===== config.mk =====
export PLATFORM = sky130hd
export DESIGN_NAME = cascaded_timer_bank
export DESIGN_NICKNAME = d
export VERILOG_FILES = /design/src/design/ctb_pkg.sv /design/src/design/ctb_front.sv /design/src/design/ctb_fifo.sv /design/src/design/ctb_div.sv /design/src/design/ctb_back.sv /design/src/design/cascaded_timer_bank.sv
export SDC_FILE = /design/constraint.sdc
export NUM_CORES = 2
export LEC_CHECK = 0
export ABC_AREA = 1
export BUFFER_PORTS_ARGS = -buffer_cell sky130_fd_sc_hd__buf_2
export CORE_MARGIN = 2
export CORE_UTILIZATION = 40
export CTS_CLUSTER_DIAMETER = 60
export CTS_CLUSTER_SIZE = 8
export DETAILED_ROUTE_END_ITERATION = 10
export PLACE_DENSITY_LB_ADDON = 0.3
export RECOVER_POWER = 25
export SETUP_SLACK_MARGIN = 0.1
export SYNTH_ARGS = -nofsm -noshare
export SYNTH_HDL_FRONTEND = slang
export SYNTH_HIERARCHICAL = 1
export SYNTH_SLANG_ARGS = --single-unit

===== constraint.sdc =====
create_clock -name i_clk -period 14.25 [get_ports i_clk]
set_input_delay 2.1375 -clock i_clk [delete_from_list [all_inputs] [get_ports i_clk]]
set_output_delay 2.1375 -clock i_clk [all_outputs]
set_load 0.02 [all_outputs]

===== src/design/ctb_pkg.sv =====
// Shared types and constants for the cascaded timer bank.
package ctb_pkg;

    localparam int NUM_TIMERS  = 16;
    localparam int NIBBLE_BITS = 4;
    localparam int FRAC_BITS   = 16;

    localparam int REQ_W    = 3;
    localparam int SEL_W    = 4;
    localparam int CYC_W    = 8;
    localparam int VAL_W    = 64;
    localparam int CNT_W    = 32;
    localparam int MASK_W   = 16;
    localparam int PERIOD_W = 40;
    localparam int ACC_W    = 48;
    localparam int IDX_W    = (NUM_TIMERS > 1) ? $clog2(NUM_TIMERS) : 1;
    localparam int DIV_CNT_W = $clog2(ACC_W);

    localparam int Q_DEPTH = 2;
    localparam int Q_PTR_W = 1;
    localparam int Q_CNT_W = 2;

    // nibble bits
    localparam int CTL_ENABLE  = 0;
    localparam int CTL_RELOAD  = 1;
    localparam int CTL_CASCADE = 2;

    typedef enum logic [REQ_W-1:0] {
        OP_TICK     = 3'd0,
        OP_WR_CNT   = 3'd1,
        OP_WR_RLD   = 3'd2,
        OP_RD_CNT   = 3'd3,
        OP_RD_RLD   = 3'd4,
        OP_SET_CTL  = 3'd5,
        OP_CLR_CTL  = 3'd6,
        OP_RD_CTL   = 3'd7
    } t_op;

    typedef struct packed {
        t_op              op;
        logic             sel_ok;
        logic [IDX_W-1:0] idx;
        logic [CYC_W-1:0] cycles;
        logic [VAL_W-1:0] value;
    } t_cmd;

endpackage


===== src/design/ctb_front.sv =====
// Front end: accepts requests and decodes them into queue commands.
module ctb_front (
    input  logic                   i_in_valid,
    output logic                   o_in_ready,
    input  logic [2:0]             i_req_type,
    input  logic [3:0]             i_timer_sel,
    input  logic [7:0]             i_cycles,
    input  logic [63:0]            i_value,
    input  logic                   i_q_full,
    output logic                   o_q_push,
    output ctb_pkg::t_cmd          o_cmd
);
    import ctb_pkg::*;

    assign o_in_ready = !i_q_full;
    assign o_q_push   = i_in_valid && !i_q_full;

    always_comb begin
        o_cmd.op     = t_op'(i_req_type);
        o_cmd.sel_ok = (32'(i_timer_sel) < NUM_TIMERS);
        o_cmd.idx    = i_timer_sel[IDX_W-1:0];
        o_cmd.cycles = i_cycles;
        o_cmd.value  = i_value;
    end

endmodule


===== src/design/ctb_fifo.sv =====
// Short command queue between the front and back ends.
module ctb_fifo (
    input  logic          i_clk,
    input  logic          i_rst_n,
    input  logic          i_push,
    input  ctb_pkg::t_cmd i_cmd,
    output logic          o_full,
    input  logic          i_pop,
    output logic          o_valid,
    output ctb_pkg::t_cmd o_cmd
);
    import ctb_pkg::*;

    t_cmd               r_mem [Q_DEPTH];
    logic [Q_PTR_W-1:0] r_wp;
    logic [Q_PTR_W-1:0] r_rp;
    logic [Q_CNT_W-1:0] r_cnt;

    assign o_full  = (r_cnt == Q_CNT_W'(Q_DEPTH));
    assign o_valid = (r_cnt != '0);
    assign o_cmd   = r_mem[r_rp];

    always_ff @(posedge i_clk) begin
        if (!i_rst_n) begin
            r_wp  <= '0;
            r_rp  <= '0;
            r_cnt <= '0;
        end else begin
            if (i_push) begin
                r_mem[r_wp] <= i_cmd;
                r_wp        <= r_wp + 1'b1;
            end
            if (i_pop) begin
                r_rp <= r_rp + 1'b1;
            end
            r_cnt <= r_cnt + Q_CNT_W'(i_push) - Q_CNT_W'(i_pop);
        end
    end

endmodule


===== src/design/ctb_div.sv =====
// Restoring divider, one quotient bit per cycle: accumulator over tick period.
module ctb_div (
    input  logic                         i_clk,
    input  logic                         i_rst_n,
    input  logic                         i_start,
    input  logic [ctb_pkg::ACC_W-1:0]    i_dividend,
    input  logic [ctb_pkg::PERIOD_W-1:0] i_divisor,
    output logic                         o_done,
    output logic [ctb_pkg::ACC_W-1:0]    o_quotient,
    output logic [ctb_pkg::PERIOD_W-1:0] o_remainder
);
    import ctb_pkg::*;

    logic                 r_busy;
    logic                 r_done;
    logic [DIV_CNT_W-1:0] r_cnt;
    logic [ACC_W-1:0]     r_quo;
    logic [PERIOD_W-1:0]  r_rem;
    logic [PERIOD_W-1:0]  r_dvs;
    logic [PERIOD_W:0]    trial;
    logic                 ge;

    assign trial = {r_rem, r_quo[ACC_W-1]};
    assign ge    = (trial >= {1'b0, r_dvs});

    assign o_done      = r_done;
    assign o_quotient  = r_quo;
    assign o_remainder = r_rem;

    always_ff @(posedge i_clk) begin
        if (!i_rst_n) begin
            r_busy <= 1'b0;
            r_done <= 1'b0;
            r_cnt  <= '0;
        end else begin
            r_done <= 1'b0;
            if (i_start) begin
                r_busy <= 1'b1;
                r_cnt  <= '0;
                r_quo  <= i_dividend;
                r_rem  <= '0;
                r_dvs  <= i_divisor;
            end else if (r_busy) begin
                r_rem <= ge ? PERIOD_W'(trial - {1'b0, r_dvs}) : trial[PERIOD_W-1:0];
                r_quo <= {r_quo[ACC_W-2:0], ge};
                r_cnt <= r_cnt + 1'b1;
                if (r_cnt == DIV_CNT_W'(ACC_W - 1)) begin
                    r_busy <= 1'b0;
                    r_done <= 1'b1;
                end
            end
        end
    end

endmodule


===== src/design/ctb_back.sv =====
// Back end: timer state, command execution, bank steps and result register.
module ctb_back (
    input  logic                         i_clk,
    input  logic                         i_rst_n,
    input  logic                         i_cmd_valid,
    input  ctb_pkg::t_cmd                i_cmd,
    output logic                         o_cmd_pop,
    input  logic [ctb_pkg::PERIOD_W-1:0] i_period,
    output logic                         o_out_valid,
    input  logic                         i_out_ready,
    output logic [ctb_pkg::VAL_W-1:0]    o_rsp_data,
    output logic [ctb_pkg::MASK_W-1:0]   o_raised_mask
);
    import ctb_pkg::*;

    typedef enum logic [1:0] {S_IDLE, S_DIV, S_STEP, S_OUT} t_state;

    t_state              r_state;
    logic [CNT_W-1:0]    r_cnt [NUM_TIMERS];
    logic [CNT_W-1:0]    r_rld [NUM_TIMERS];
    logic [VAL_W-1:0]    r_ctl;
    logic [ACC_W-1:0]    r_acc;
    logic [ACC_W-1:0]    r_steps;
    logic [MASK_W-1:0]   r_raised;
    logic                r_out_valid;
    logic [VAL_W-1:0]    r_rsp_data;
    logic [MASK_W-1:0]   r_raised_mask;

    logic                out_free;
    logic                out_load;
    logic [VAL_W-1:0]    rd_val;
    logic [ACC_W-1:0]    acc_sum;
    logic [PERIOD_W-1:0] divisor;
    logic                div_start;
    logic                div_done;
    logic [ACC_W-1:0]    div_quo;
    logic [PERIOD_W-1:0] div_rem;
    logic [CNT_W-1:0]    n_cnt [NUM_TIMERS];
    logic [VAL_W-1:0]    n_ctl;
    logic [MASK_W-1:0]   step_raised;
    logic                any_en;

    assign out_free   = !r_out_valid || i_out_ready;
    assign o_cmd_pop  = (r_state == S_IDLE) && i_cmd_valid && out_free;
    assign out_load   = (o_cmd_pop && (i_cmd.op != OP_TICK)) ||
                        ((r_state == S_OUT) && out_free);
    assign acc_sum    = r_acc + (ACC_W'(i_cmd.cycles) << FRAC_BITS);
    assign divisor    = (i_period == '0) ? PERIOD_W'(1) : i_period;
    assign div_start  = o_cmd_pop && (i_cmd.op == OP_TICK);

    assign o_out_valid   = r_out_valid;
    assign o_rsp_data    = r_rsp_data;
    assign o_raised_mask = r_raised_mask;

    ctb_div u_div (
        .i_clk       (i_clk),
        .i_rst_n     (i_rst_n),
        .i_start     (div_start),
        .i_dividend  (acc_sum),
        .i_divisor   (divisor),
        .o_done      (div_done),
        .o_quotient  (div_quo),
        .o_remainder (div_rem)
    );

    // read data for the command at the queue head
    always_comb begin
        rd_val = '0;
        unique case (i_cmd.op)
            OP_RD_CNT: if (i_cmd.sel_ok) rd_val = VAL_W'(r_cnt[i_cmd.idx]);
            OP_RD_RLD: if (i_cmd.sel_ok) rd_val = VAL_W'(r_rld[i_cmd.idx]);
            OP_RD_CTL: rd_val = r_ctl;
            default:   rd_val = '0;
        endcase
    end

    // One bank step; carry ripples up from timer 0.
    always_comb begin
        logic       carry;
        logic [3:0] nib;
        carry       = 1'b1;
        n_ctl       = r_ctl;
        step_raised = '0;
        any_en      = 1'b0;
        for (int t = 0; t < NUM_TIMERS; t++) begin
            nib      = r_ctl[t*NIBBLE_BITS +: NIBBLE_BITS];
            n_cnt[t] = r_cnt[t];
            any_en   = any_en | nib[CTL_ENABLE];
            if (!nib[CTL_ENABLE] || (nib[CTL_CASCADE] && !carry)) begin
                carry = 1'b0;
            end else if (r_cnt[t] != '0) begin
                n_cnt[t] = r_cnt[t] - 1'b1;
                carry    = 1'b0;
            end else begin
                if (nib[CTL_RELOAD]) begin
                    n_cnt[t] = r_rld[t];
                end else begin
                    n_cnt[t] = '0;
                    n_ctl[t*NIBBLE_BITS + CTL_ENABLE] = 1'b0;
                end
                carry          = 1'b1;
                step_raised[t] = 1'b1;
            end
        end
    end

    always_ff @(posedge i_clk) begin
        if (!i_rst_n) begin
            r_state     <= S_IDLE;
            r_out_valid <= 1'b0;
            r_ctl       <= '0;
            r_acc       <= '0;
            for (int t = 0; t < NUM_TIMERS; t++) begin
                r_cnt[t] <= '0;
                r_rld[t] <= '0;
            end
        end else begin
            if (out_load) begin
                r_out_valid <= 1'b1;
            end else if (i_out_ready) begin
                r_out_valid <= 1'b0;
            end
            unique case (r_state)
                S_IDLE: begin
                    if (o_cmd_pop) begin
                        if (i_cmd.op == OP_TICK) begin
                            r_acc    <= acc_sum;
                            r_raised <= '0;
                            r_state  <= S_DIV;
                        end else begin
                            r_raised_mask <= '0;
                            r_rsp_data    <= rd_val;
                            unique case (i_cmd.op)
                                OP_WR_CNT: if (i_cmd.sel_ok)
                                    r_cnt[i_cmd.idx] <= i_cmd.value[CNT_W-1:0];
                                OP_WR_RLD: if (i_cmd.sel_ok)
                                    r_rld[i_cmd.idx] <= i_cmd.value[CNT_W-1:0];
                                OP_SET_CTL: r_ctl <= r_ctl | i_cmd.value;
                                OP_CLR_CTL: r_ctl <= r_ctl & ~i_cmd.value;
                                default: ;
                            endcase
                        end
                    end
                end
                S_DIV: begin
                    if (div_done) begin
                        r_acc   <= ACC_W'(div_rem);
                        r_steps <= div_quo;
                        r_state <= S_STEP;
                    end
                end
                S_STEP: begin
                    // a bank with no enabled timer changes nothing
                    if (r_steps == '0 || r_ctl == '0 || !any_en) begin
                        r_state <= S_OUT;
                    end else begin
                        for (int t = 0; t < NUM_TIMERS; t++) begin
                            r_cnt[t] <= n_cnt[t];
                        end
                        r_ctl    <= n_ctl;
                        r_raised <= r_raised | step_raised;
                        r_steps  <= r_steps - 1'b1;
                    end
                end
                S_OUT: begin
                    if (out_free) begin
                        r_rsp_data    <= '0;
                        r_raised_mask <= r_raised;
                        r_state       <= S_IDLE;
                    end
                end
                default: r_state <= S_IDLE;
            endcase
        end
    end

endmodule


===== src/design/cascaded_timer_bank.sv =====
// Top level of the cascaded timer bank: request queue, executor, period register.
//
// Usage:
//   Request channel (i_in_valid/o_in_ready) carries one transaction per item:
//   tick, counter/reload write or read, control set/clear/read. Every request
//   yields exactly one result transaction on o_out_valid/i_out_ready with
//   o_rsp_data (reads only, else zero) and o_raised_mask (ticks only).
//   Config channel (i_cfg_valid/o_cfg_ready) writes the 40-bit tick period
//   (16 fraction bits, zero acts as one); it is always ready and must only be
//   used while the block is idle.
// Execution:
//   A two-entry queue sits between request decode and execution; an accepted
//   request is registered in the queue and the executor pops it from the head.
//   Non-tick requests load the result register as they are popped, one item
//   per cycle while the executor is idle and the output is not stalled. A tick
//   runs the bit-serial divider (accumulator over period), then the quotient
//   is taken as a step count, the bank steps run one by one, the step loop is
//   left and the result posted. With no enabled timer the step loop ends at once.
// Reset: synchronous, active low. Counters, reloads, control word and the
//   accumulator clear; the period returns to 2496610.
// Stall: a waiting result is held in the output register; the executor takes
//   no new command until it can post, and the queue then fills and drops
//   o_in_ready.
module cascaded_timer_bank (
    input  logic        i_clk,
    input  logic        i_rst_n,
    input  logic        i_cfg_valid,
    output logic        o_cfg_ready,
    input  logic [39:0] i_cfg_data,
    input  logic        i_in_valid,
    output logic        o_in_ready,
    input  logic [2:0]  i_req_type,
    input  logic [3:0]  i_timer_sel,
    input  logic [7:0]  i_cycles,
    input  logic [63:0] i_value,
    output logic        o_out_valid,
    input  logic        i_out_ready,
    output logic [63:0] o_rsp_data,
    output logic [15:0] o_raised_mask
);
    import ctb_pkg::*;

    localparam logic [PERIOD_W-1:0] PERIOD_RESET = PERIOD_W'(2496610);

    logic [PERIOD_W-1:0] r_period;
    logic                q_full;
    logic                q_push;
    logic                q_pop;
    logic                q_valid;
    t_cmd                front_cmd;
    t_cmd                q_cmd;

    assign o_cfg_ready = 1'b1;

    // tick period register
    always_ff @(posedge i_clk) begin
        if (!i_rst_n) begin
            r_period <= PERIOD_RESET;
        end else if (i_cfg_valid) begin
            r_period <= i_cfg_data;
        end
    end

    ctb_front u_front (
        .i_in_valid  (i_in_valid),
        .o_in_ready  (o_in_ready),
        .i_req_type  (i_req_type),
        .i_timer_sel (i_timer_sel),
        .i_cycles    (i_cycles),
        .i_value     (i_value),
        .i_q_full    (q_full),
        .o_q_push    (q_push),
        .o_cmd       (front_cmd)
    );

    ctb_fifo u_fifo (
        .i_clk   (i_clk),
        .i_rst_n (i_rst_n),
        .i_push  (q_push),
        .i_cmd   (front_cmd),
        .o_full  (q_full),
        .i_pop   (q_pop),
        .o_valid (q_valid),
        .o_cmd   (q_cmd)
    );

    ctb_back u_back (
        .i_clk         (i_clk),
        .i_rst_n       (i_rst_n),
        .i_cmd_valid   (q_valid),
        .i_cmd         (q_cmd),
        .o_cmd_pop     (q_pop),
        .i_period      (r_period),
        .o_out_valid   (o_out_valid),
        .i_out_ready   (i_out_ready),
        .o_rsp_data    (o_rsp_data),
        .o_raised_mask (o_raised_mask)
    );

endmodule

# ---- After elaboration in Yosys (flattened, before gate mapping)
# Memories as Yosys holds them, arrays and structs flattened. A register that Yosys moved wholly into a read port is not among the register bits.
# Cells that the tools add are included.
dict set report totals {
  register_bits 439
  ram_bits 1182
  wordCells 513
  memories 3
}
# memory words word_bits rd rd_ports_with_merged_regs write_ports line_no
set memory_table {}
lappend memory_table {u_back.r_cnt 16 32 17 0 16 ctb_back.sv:19} ;# logic [CNT_W-1:0] r_cnt [NUM_TIMERS];
lappend memory_table {u_back.r_rld 16 32 17 0 16 ctb_back.sv:20} ;# logic [CNT_W-1:0] r_rld [NUM_TIMERS];
lappend memory_table {u_fifo.r_mem 2 79 1 1 1 ctb_fifo.sv:14} ;# t_cmd r_mem [Q_DEPTH];
dict set report classes {
  addsub 24
  magnitude_cmp 1
  n_eq_ne 65
  mux 216
  n_bitwise 39
  n_reduce_logical 131
}
# operator count
set ops {}
lappend ops {{2-to-1 mux 32 bit} 68}
lappend ops {{nonzero test 32 bit} 16}
lappend ops {{subtractor 32 x 1 -> 32 bit (second input constant)} 16}
lappend ops {{one-hot mux 64 bit (2 select lines)} 3}
lappend ops {{2-to-1 mux 48 bit} 7}
lappend ops {{2-to-1 mux 64 bit} 5}
lappend ops {{one-hot mux 48 bit (2 select lines)} 2}
lappend ops {{one-hot mux 64 bit (3 select lines)} 1}
lappend ops {{AND reduction 8 bit} 15}
lappend ops {{2-to-1 mux 1 bit} 111}
lappend ops {{inequality test 2 bit (second input constant)} 49}
lappend ops {{2-to-1 mux 16 bit} 6}
lappend ops {{2-to-1 mux 40 bit} 2}
lappend ops {{AND 64 bit} 1}
lappend ops {{logical NOT 64 bit} 1}
lappend ops {{inverter 64 bit} 1}
lappend ops {{bitwise OR 64 bit} 1}
lappend ops {{one-hot mux 16 bit (2 select lines)} 2}
lappend ops {{OR reduction 32 bit} 2}
lappend ops {{2-to-1 mux 61 bit} 1}
lappend ops {{adder 48 x 24 -> 48 bit} 1}
lappend ops {{logical NOT 48 bit} 1}
lappend ops {{subtractor 48 x 1 -> 48 bit (second input constant)} 1}
lappend ops {{greater-or-equal comparator 41 x 40 -> 1 bit} 1}
lappend ops {{other kinds (32)} 162}

# ---- Logic depth before layout (Yosys ltp)
# An unclocked memory read counts as a cell.
dict set report depth {
  depth_word 67
  mapped_depth 41
  depth_no_buf 41
}

# ---- Modules after synthesis
# The synthesis kept the hierarchy.
# module instances cells_each area_per_inst_um2 seq_area_each_um2
set by_module_without_submodules {}
lappend by_module_without_submodules {ctb_back 1 8486 74747.9 37375.8}
lappend by_module_without_submodules {ctb_div 1 1167 8744.6 4003.8}
lappend by_module_without_submodules {ctb_fifo 1 281 6406.1 4904.7}
lappend by_module_without_submodules {cascaded_timer_bank 1 239 1611.5 800.8}
lappend by_module_without_submodules {ctb_front 1 84 618.1 0.0}

# ---- Least setup slack after synthesis
# No wires, ideal clock.
dict set report synth_timing {
  kind {input port to flip-flop}
  start {input port i_rst_n}
  end {register u_back.r_steps[0] (enable)}
  arrival_time_ns 10.132
  required_ns 13.539
  setup_slack_ns 3.407
  path_stages 3
  path_buffers 1
  cell_sequence {clkbuf_1 inv_2 a2111oi_0}
}
dict set report synth_via {
  elab_chain_len 1
}
# item line_no
set synth_lines {}
lappend synth_lines {{start: declaration} cascaded_timer_bank.sv:26} ;# input logic i_rst_n,
lappend synth_lines {{AND reduction 4 bit (no source line)} --}
lappend synth_lines {{end signal: assignment} ctb_back.sv:148} ;# r_steps <= div_quo;
lappend synth_lines {{end signal: assignment} ctb_back.sv:162} ;# r_steps <= r_steps - 1'b1;
lappend synth_lines {{end: declaration} ctb_back.sv:23} ;# logic [ACC_W-1:0] r_steps;
# Every way passes these cells.
# A chain may end at the register's enable or synchronous reset.

==> reports/results.txt <==
The tools report the max capacitance violation total as 19. Based on the critical path, the design can be clocked at up to 101 MHz. Setup repair after global routing left no endpoint under its margin. The first detailed-routing pass ran for 7 iterations. The run gives 10300 as the synthesized netlist cell count.

In this run the number of H-tree levels came out at 4. The share of synthesized flip-flops with an asynchronous set or reset is 0, and the worst setup slack for register-to-register paths is 4340 ps. The clock transition at the registers of the reported paths was 50 ps; the power density over the cells was 156 mW/mm^2. A synthesized cell averages 8.98 um^2. The total clock sinks was 1624. Via count of the first global-routing pass: 76900. Slew of the pin with the lowest slew margin: 4060 ps.

The highest metal layer carrying signal wires in the routed design is met5. The most frequent standard cell in the layout excluding fill and tap cells is sky130_fd_sc_hd__nor2_1. The count of buffers added on input and output ports is 205. The area fraction of the dominant cell type after synthesis came out at 0.475. TritonCTS built the clock tree. The number of antenna violations at the first check in global routing was 37; the total routing resource utilization after global routing was 0.330. STA classifies the critical path endpoint as a flop. For the yosys synthesis warning count, the log shows 6.

The run gives 84 as the number of different library cells in the post-synthesis netlist. The logs give 10470 ps for the data arrival time of the worst path and 3 for the buffer levels on the longest clock path. The synthesis-to-finish area growth came out at 10.1%. Minimum period implied by the final worst setup slack: 9910 ps. The tools report the largest vdd supply drop as 122 uV. In this run the static leakage power is 38.1 nW. In this run, the number of DRC markers left after iteration 0 of detailed routing was 12500.

The tools report the global-route wire length before repair as 560000 um. The most common flop cell mapped by yosys is sky130_fd_sc_hd__edfxtp_1. Proportion of synthesized chip area in sequential cells: 0.511. The run gives 181 as the largest net degree at the start of global routing. The flow ran to the end, but the final reports show violations.

The tools report the count of boundary I/O pins as 207. STA classifies the critical path startpoint as a flop. The area of the core is 0.229 mm^2. Wires add up to 402000 um. The synthesized netlist occupies a cell area of 0.0921 mm^2. The die covers 0.234 mm^2. The largest fanout of any net on the critical path is 64, and the number of synthesized flops with an enable pin is 1456. Detailed routing inserted a total of 82400 vias. The logs give -1.71 for the worst slew slack as a fraction of its limit and 230 for the clock buffer count from CTS. Summed over all nets, wire length on met3 after detailed routing comes to 52500 um. After floorplanning, the core was divided into 176 placement rows. The proportion of layout cells with a drive suffix above 1 was 0.0792. Fraction of the cycle the final worst path needs: 0.696. The checks that failed: capacitance limit, slew limit. The wire length on met2 is 167000 um, and the detailed-route vias per instance is 6.20. Hold repair after CTS inserted 0 buffers.

Post-synthesis cell type with the largest combined area: sky130_fd_sc_hd__edfxtp_1. In the layout the commonest cells are 1459 x sky130_fd_sc_hd__nor2_1, 1456 x sky130_fd_sc_hd__edfxtp_1, 1424 x sky130_fd_sc_hd__nand2_1. The total count of max-transition violations in the final report was 866.

The path class of the tightest hold or removal check is reg2reg. The height of the die was 484 um; the final count of hold timing violations was 0. The total number of nets in the final design is 10300. The number of nets handed over by synthesis was 10500. The clock root buffer was sky130_fd_sc_hd__clkbuf_16.

In this run, synthesis produced a sequential element count of 1624. The design draws 15.9 mW. Average wire per cell in the routed design: 30.2 um.

The number of gates given a new drive strength after cts is 0, and the insertion delay to the later sink of the worst-skew pair is 950 ps. STA puts the critical path data required time at 14810 ps. In this run the remaining antenna-violating nets after routing total 0. The final weighted congestion in routability-driven placement came out at 1.06. From left edge to right edge, the die measures 484 um. The final-layout setup total negative slack was 0 ps. The critical path in this run is classified as reg2reg. The number of setup buffers added after CTS is 0. After synthesis, the cell types taking the most area are sky130_fd_sc_hd__edfxtp_1 47%, sky130_fd_sc_hd__nor2_1 6.0%, sky130_fd_sc_hd__nand2_1 5.8%. The estimated wirelength of the detail-placed design was 283000 um.

The tools report the met1 wire length as 152000 um. Clock skew on the completed layout was measured at 134 ps. The initial standard-cell utilization of the core is 0.402. For this run, design rule violations remaining after detail routing come to 0. Setup violations remaining at the end of the flow were counted as 0. After global routing the overflow that remains totals 0.
-- state kept, by name, indices dropped and copies added, names as in the netlist, 2 cells and up, named ones only --
name / count
u_back/u_div/o_remainder: 40
u_back/o_raised_mask: 16
u_fifo/r_cnt: 2
u_back/r_state: 2
r_period: 40
u_fifo/r_mem: 160
u_back/r_acc: 48
u_back/r_steps: 48
u_back/r_rld: 512
u_back/r_ctl: 63
u_back/o_rsp_data: 64
u_back/r_raised: 16
u_back/u_div/o_quotient: 48
u_back/u_div/r_dvs: 40
u_back/r_cnt: 512
u_back/u_div/r_cnt: 6
-- final timing paths --
kind | from | to | cells past startpoint
worst min-delay path | u_back/r_ctl[63] | u_back/r_ctl[63] | 2
worst max-delay path | flop | u_back/r_rld[12][1] | 8
worst max register to register | flop | u_back/r_rld[12][1] | 8
worst min register to register | u_back/r_ctl[63] | u_back/r_ctl[63] | 2
-- through the flow --
step                std cells  instance area, um^2  hold slack (ps)  setup slack (ps)  utilization
floorplan               10300                92100              429              3410            -
global placement        12900                95000              446              7180        0.414
detailed placement      12900                95000              446              7140        0.414
CTS                     13300               102000              457              7020        0.444
global route            13300               101000              471              4030        0.442
finish                  13300               101000              456              4340        0.442
-- final cells by class --
class / count / area, um^2
antenna: 5 / 12.5
clock buffer: 347 / 6220
inverter: 968 / 3650
timing repair buffer: 392 / 2210
tap: 3026 / 3790
fill: 22300 / 128000
multi-input combinational: 6895 / 37900
clock inverter: 32 / 568
sequential: 1624 / 47100
-- routing by layer --
layer | track usage | up-vias
li1 | - | 35800
met1 | 0.427 | 40000
met2 | 0.478 | 5607
met3 | 0.105 | 1038
met4 | 0.205 | 28
met5 | 0 | -
-- cells in the mapped netlist (all sizes together) (17+ instances only) --
master,instances
a21oi,592
a22oi,272
a31oi,207
buf,190
clkbuf,580
clkinv,20
dfxtp,168
edfxtp,1456
ha,77
inv,948
mux2,80
nand2,1464
nand3,630
nand3b,26
nand4,113
nor2,1510
nor3,194
nor4,77
o211ai,74
o21ai,375
o221ai,34
o22ai,277
o31ai,36
o32ai,226
or2,35
or4,17
xnor2,109
xor2,300
-- critical path, cell delays in order (launching register included) --
cell and delay [ps]:
sky130_fd_sc_hd__dfxtp_4 890, sky130_fd_sc_hd__clkbuf_1 2560, sky130_fd_sc_hd__mux2_4 1020, sky130_fd_sc_hd__nand3_1 240
sky130_fd_sc_hd__nor3_1 310, sky130_fd_sc_hd__clkbuf_1 1660, sky130_fd_sc_hd__nand2_1 1440, sky130_fd_sc_hd__nand2_1 920
sky130_fd_sc_hd__buf_4 420
-- power by group --
group / switching, mW / internal, mW
Sequential: 0.493 / 5.80
Combinational: 3.30 / 1.01
Clock: 2.20 / 3.04
Total: 6.00 / 9.85
-- logic make-up after synthesis --
group,after synthesis,share of synthesized area
and+or+nand+nor,4089,0.193
AOI/OAI and AO/OA,2235,0.154
buffers and inverters,1738,0.0786
DFF,1624,0.511
xor gates and xnor gates,409,0.0389
muxes,81,0.0131
adders and majority gates,79,0.0109
other,2,0.0000815
Power figures use the tool's default switching activity.
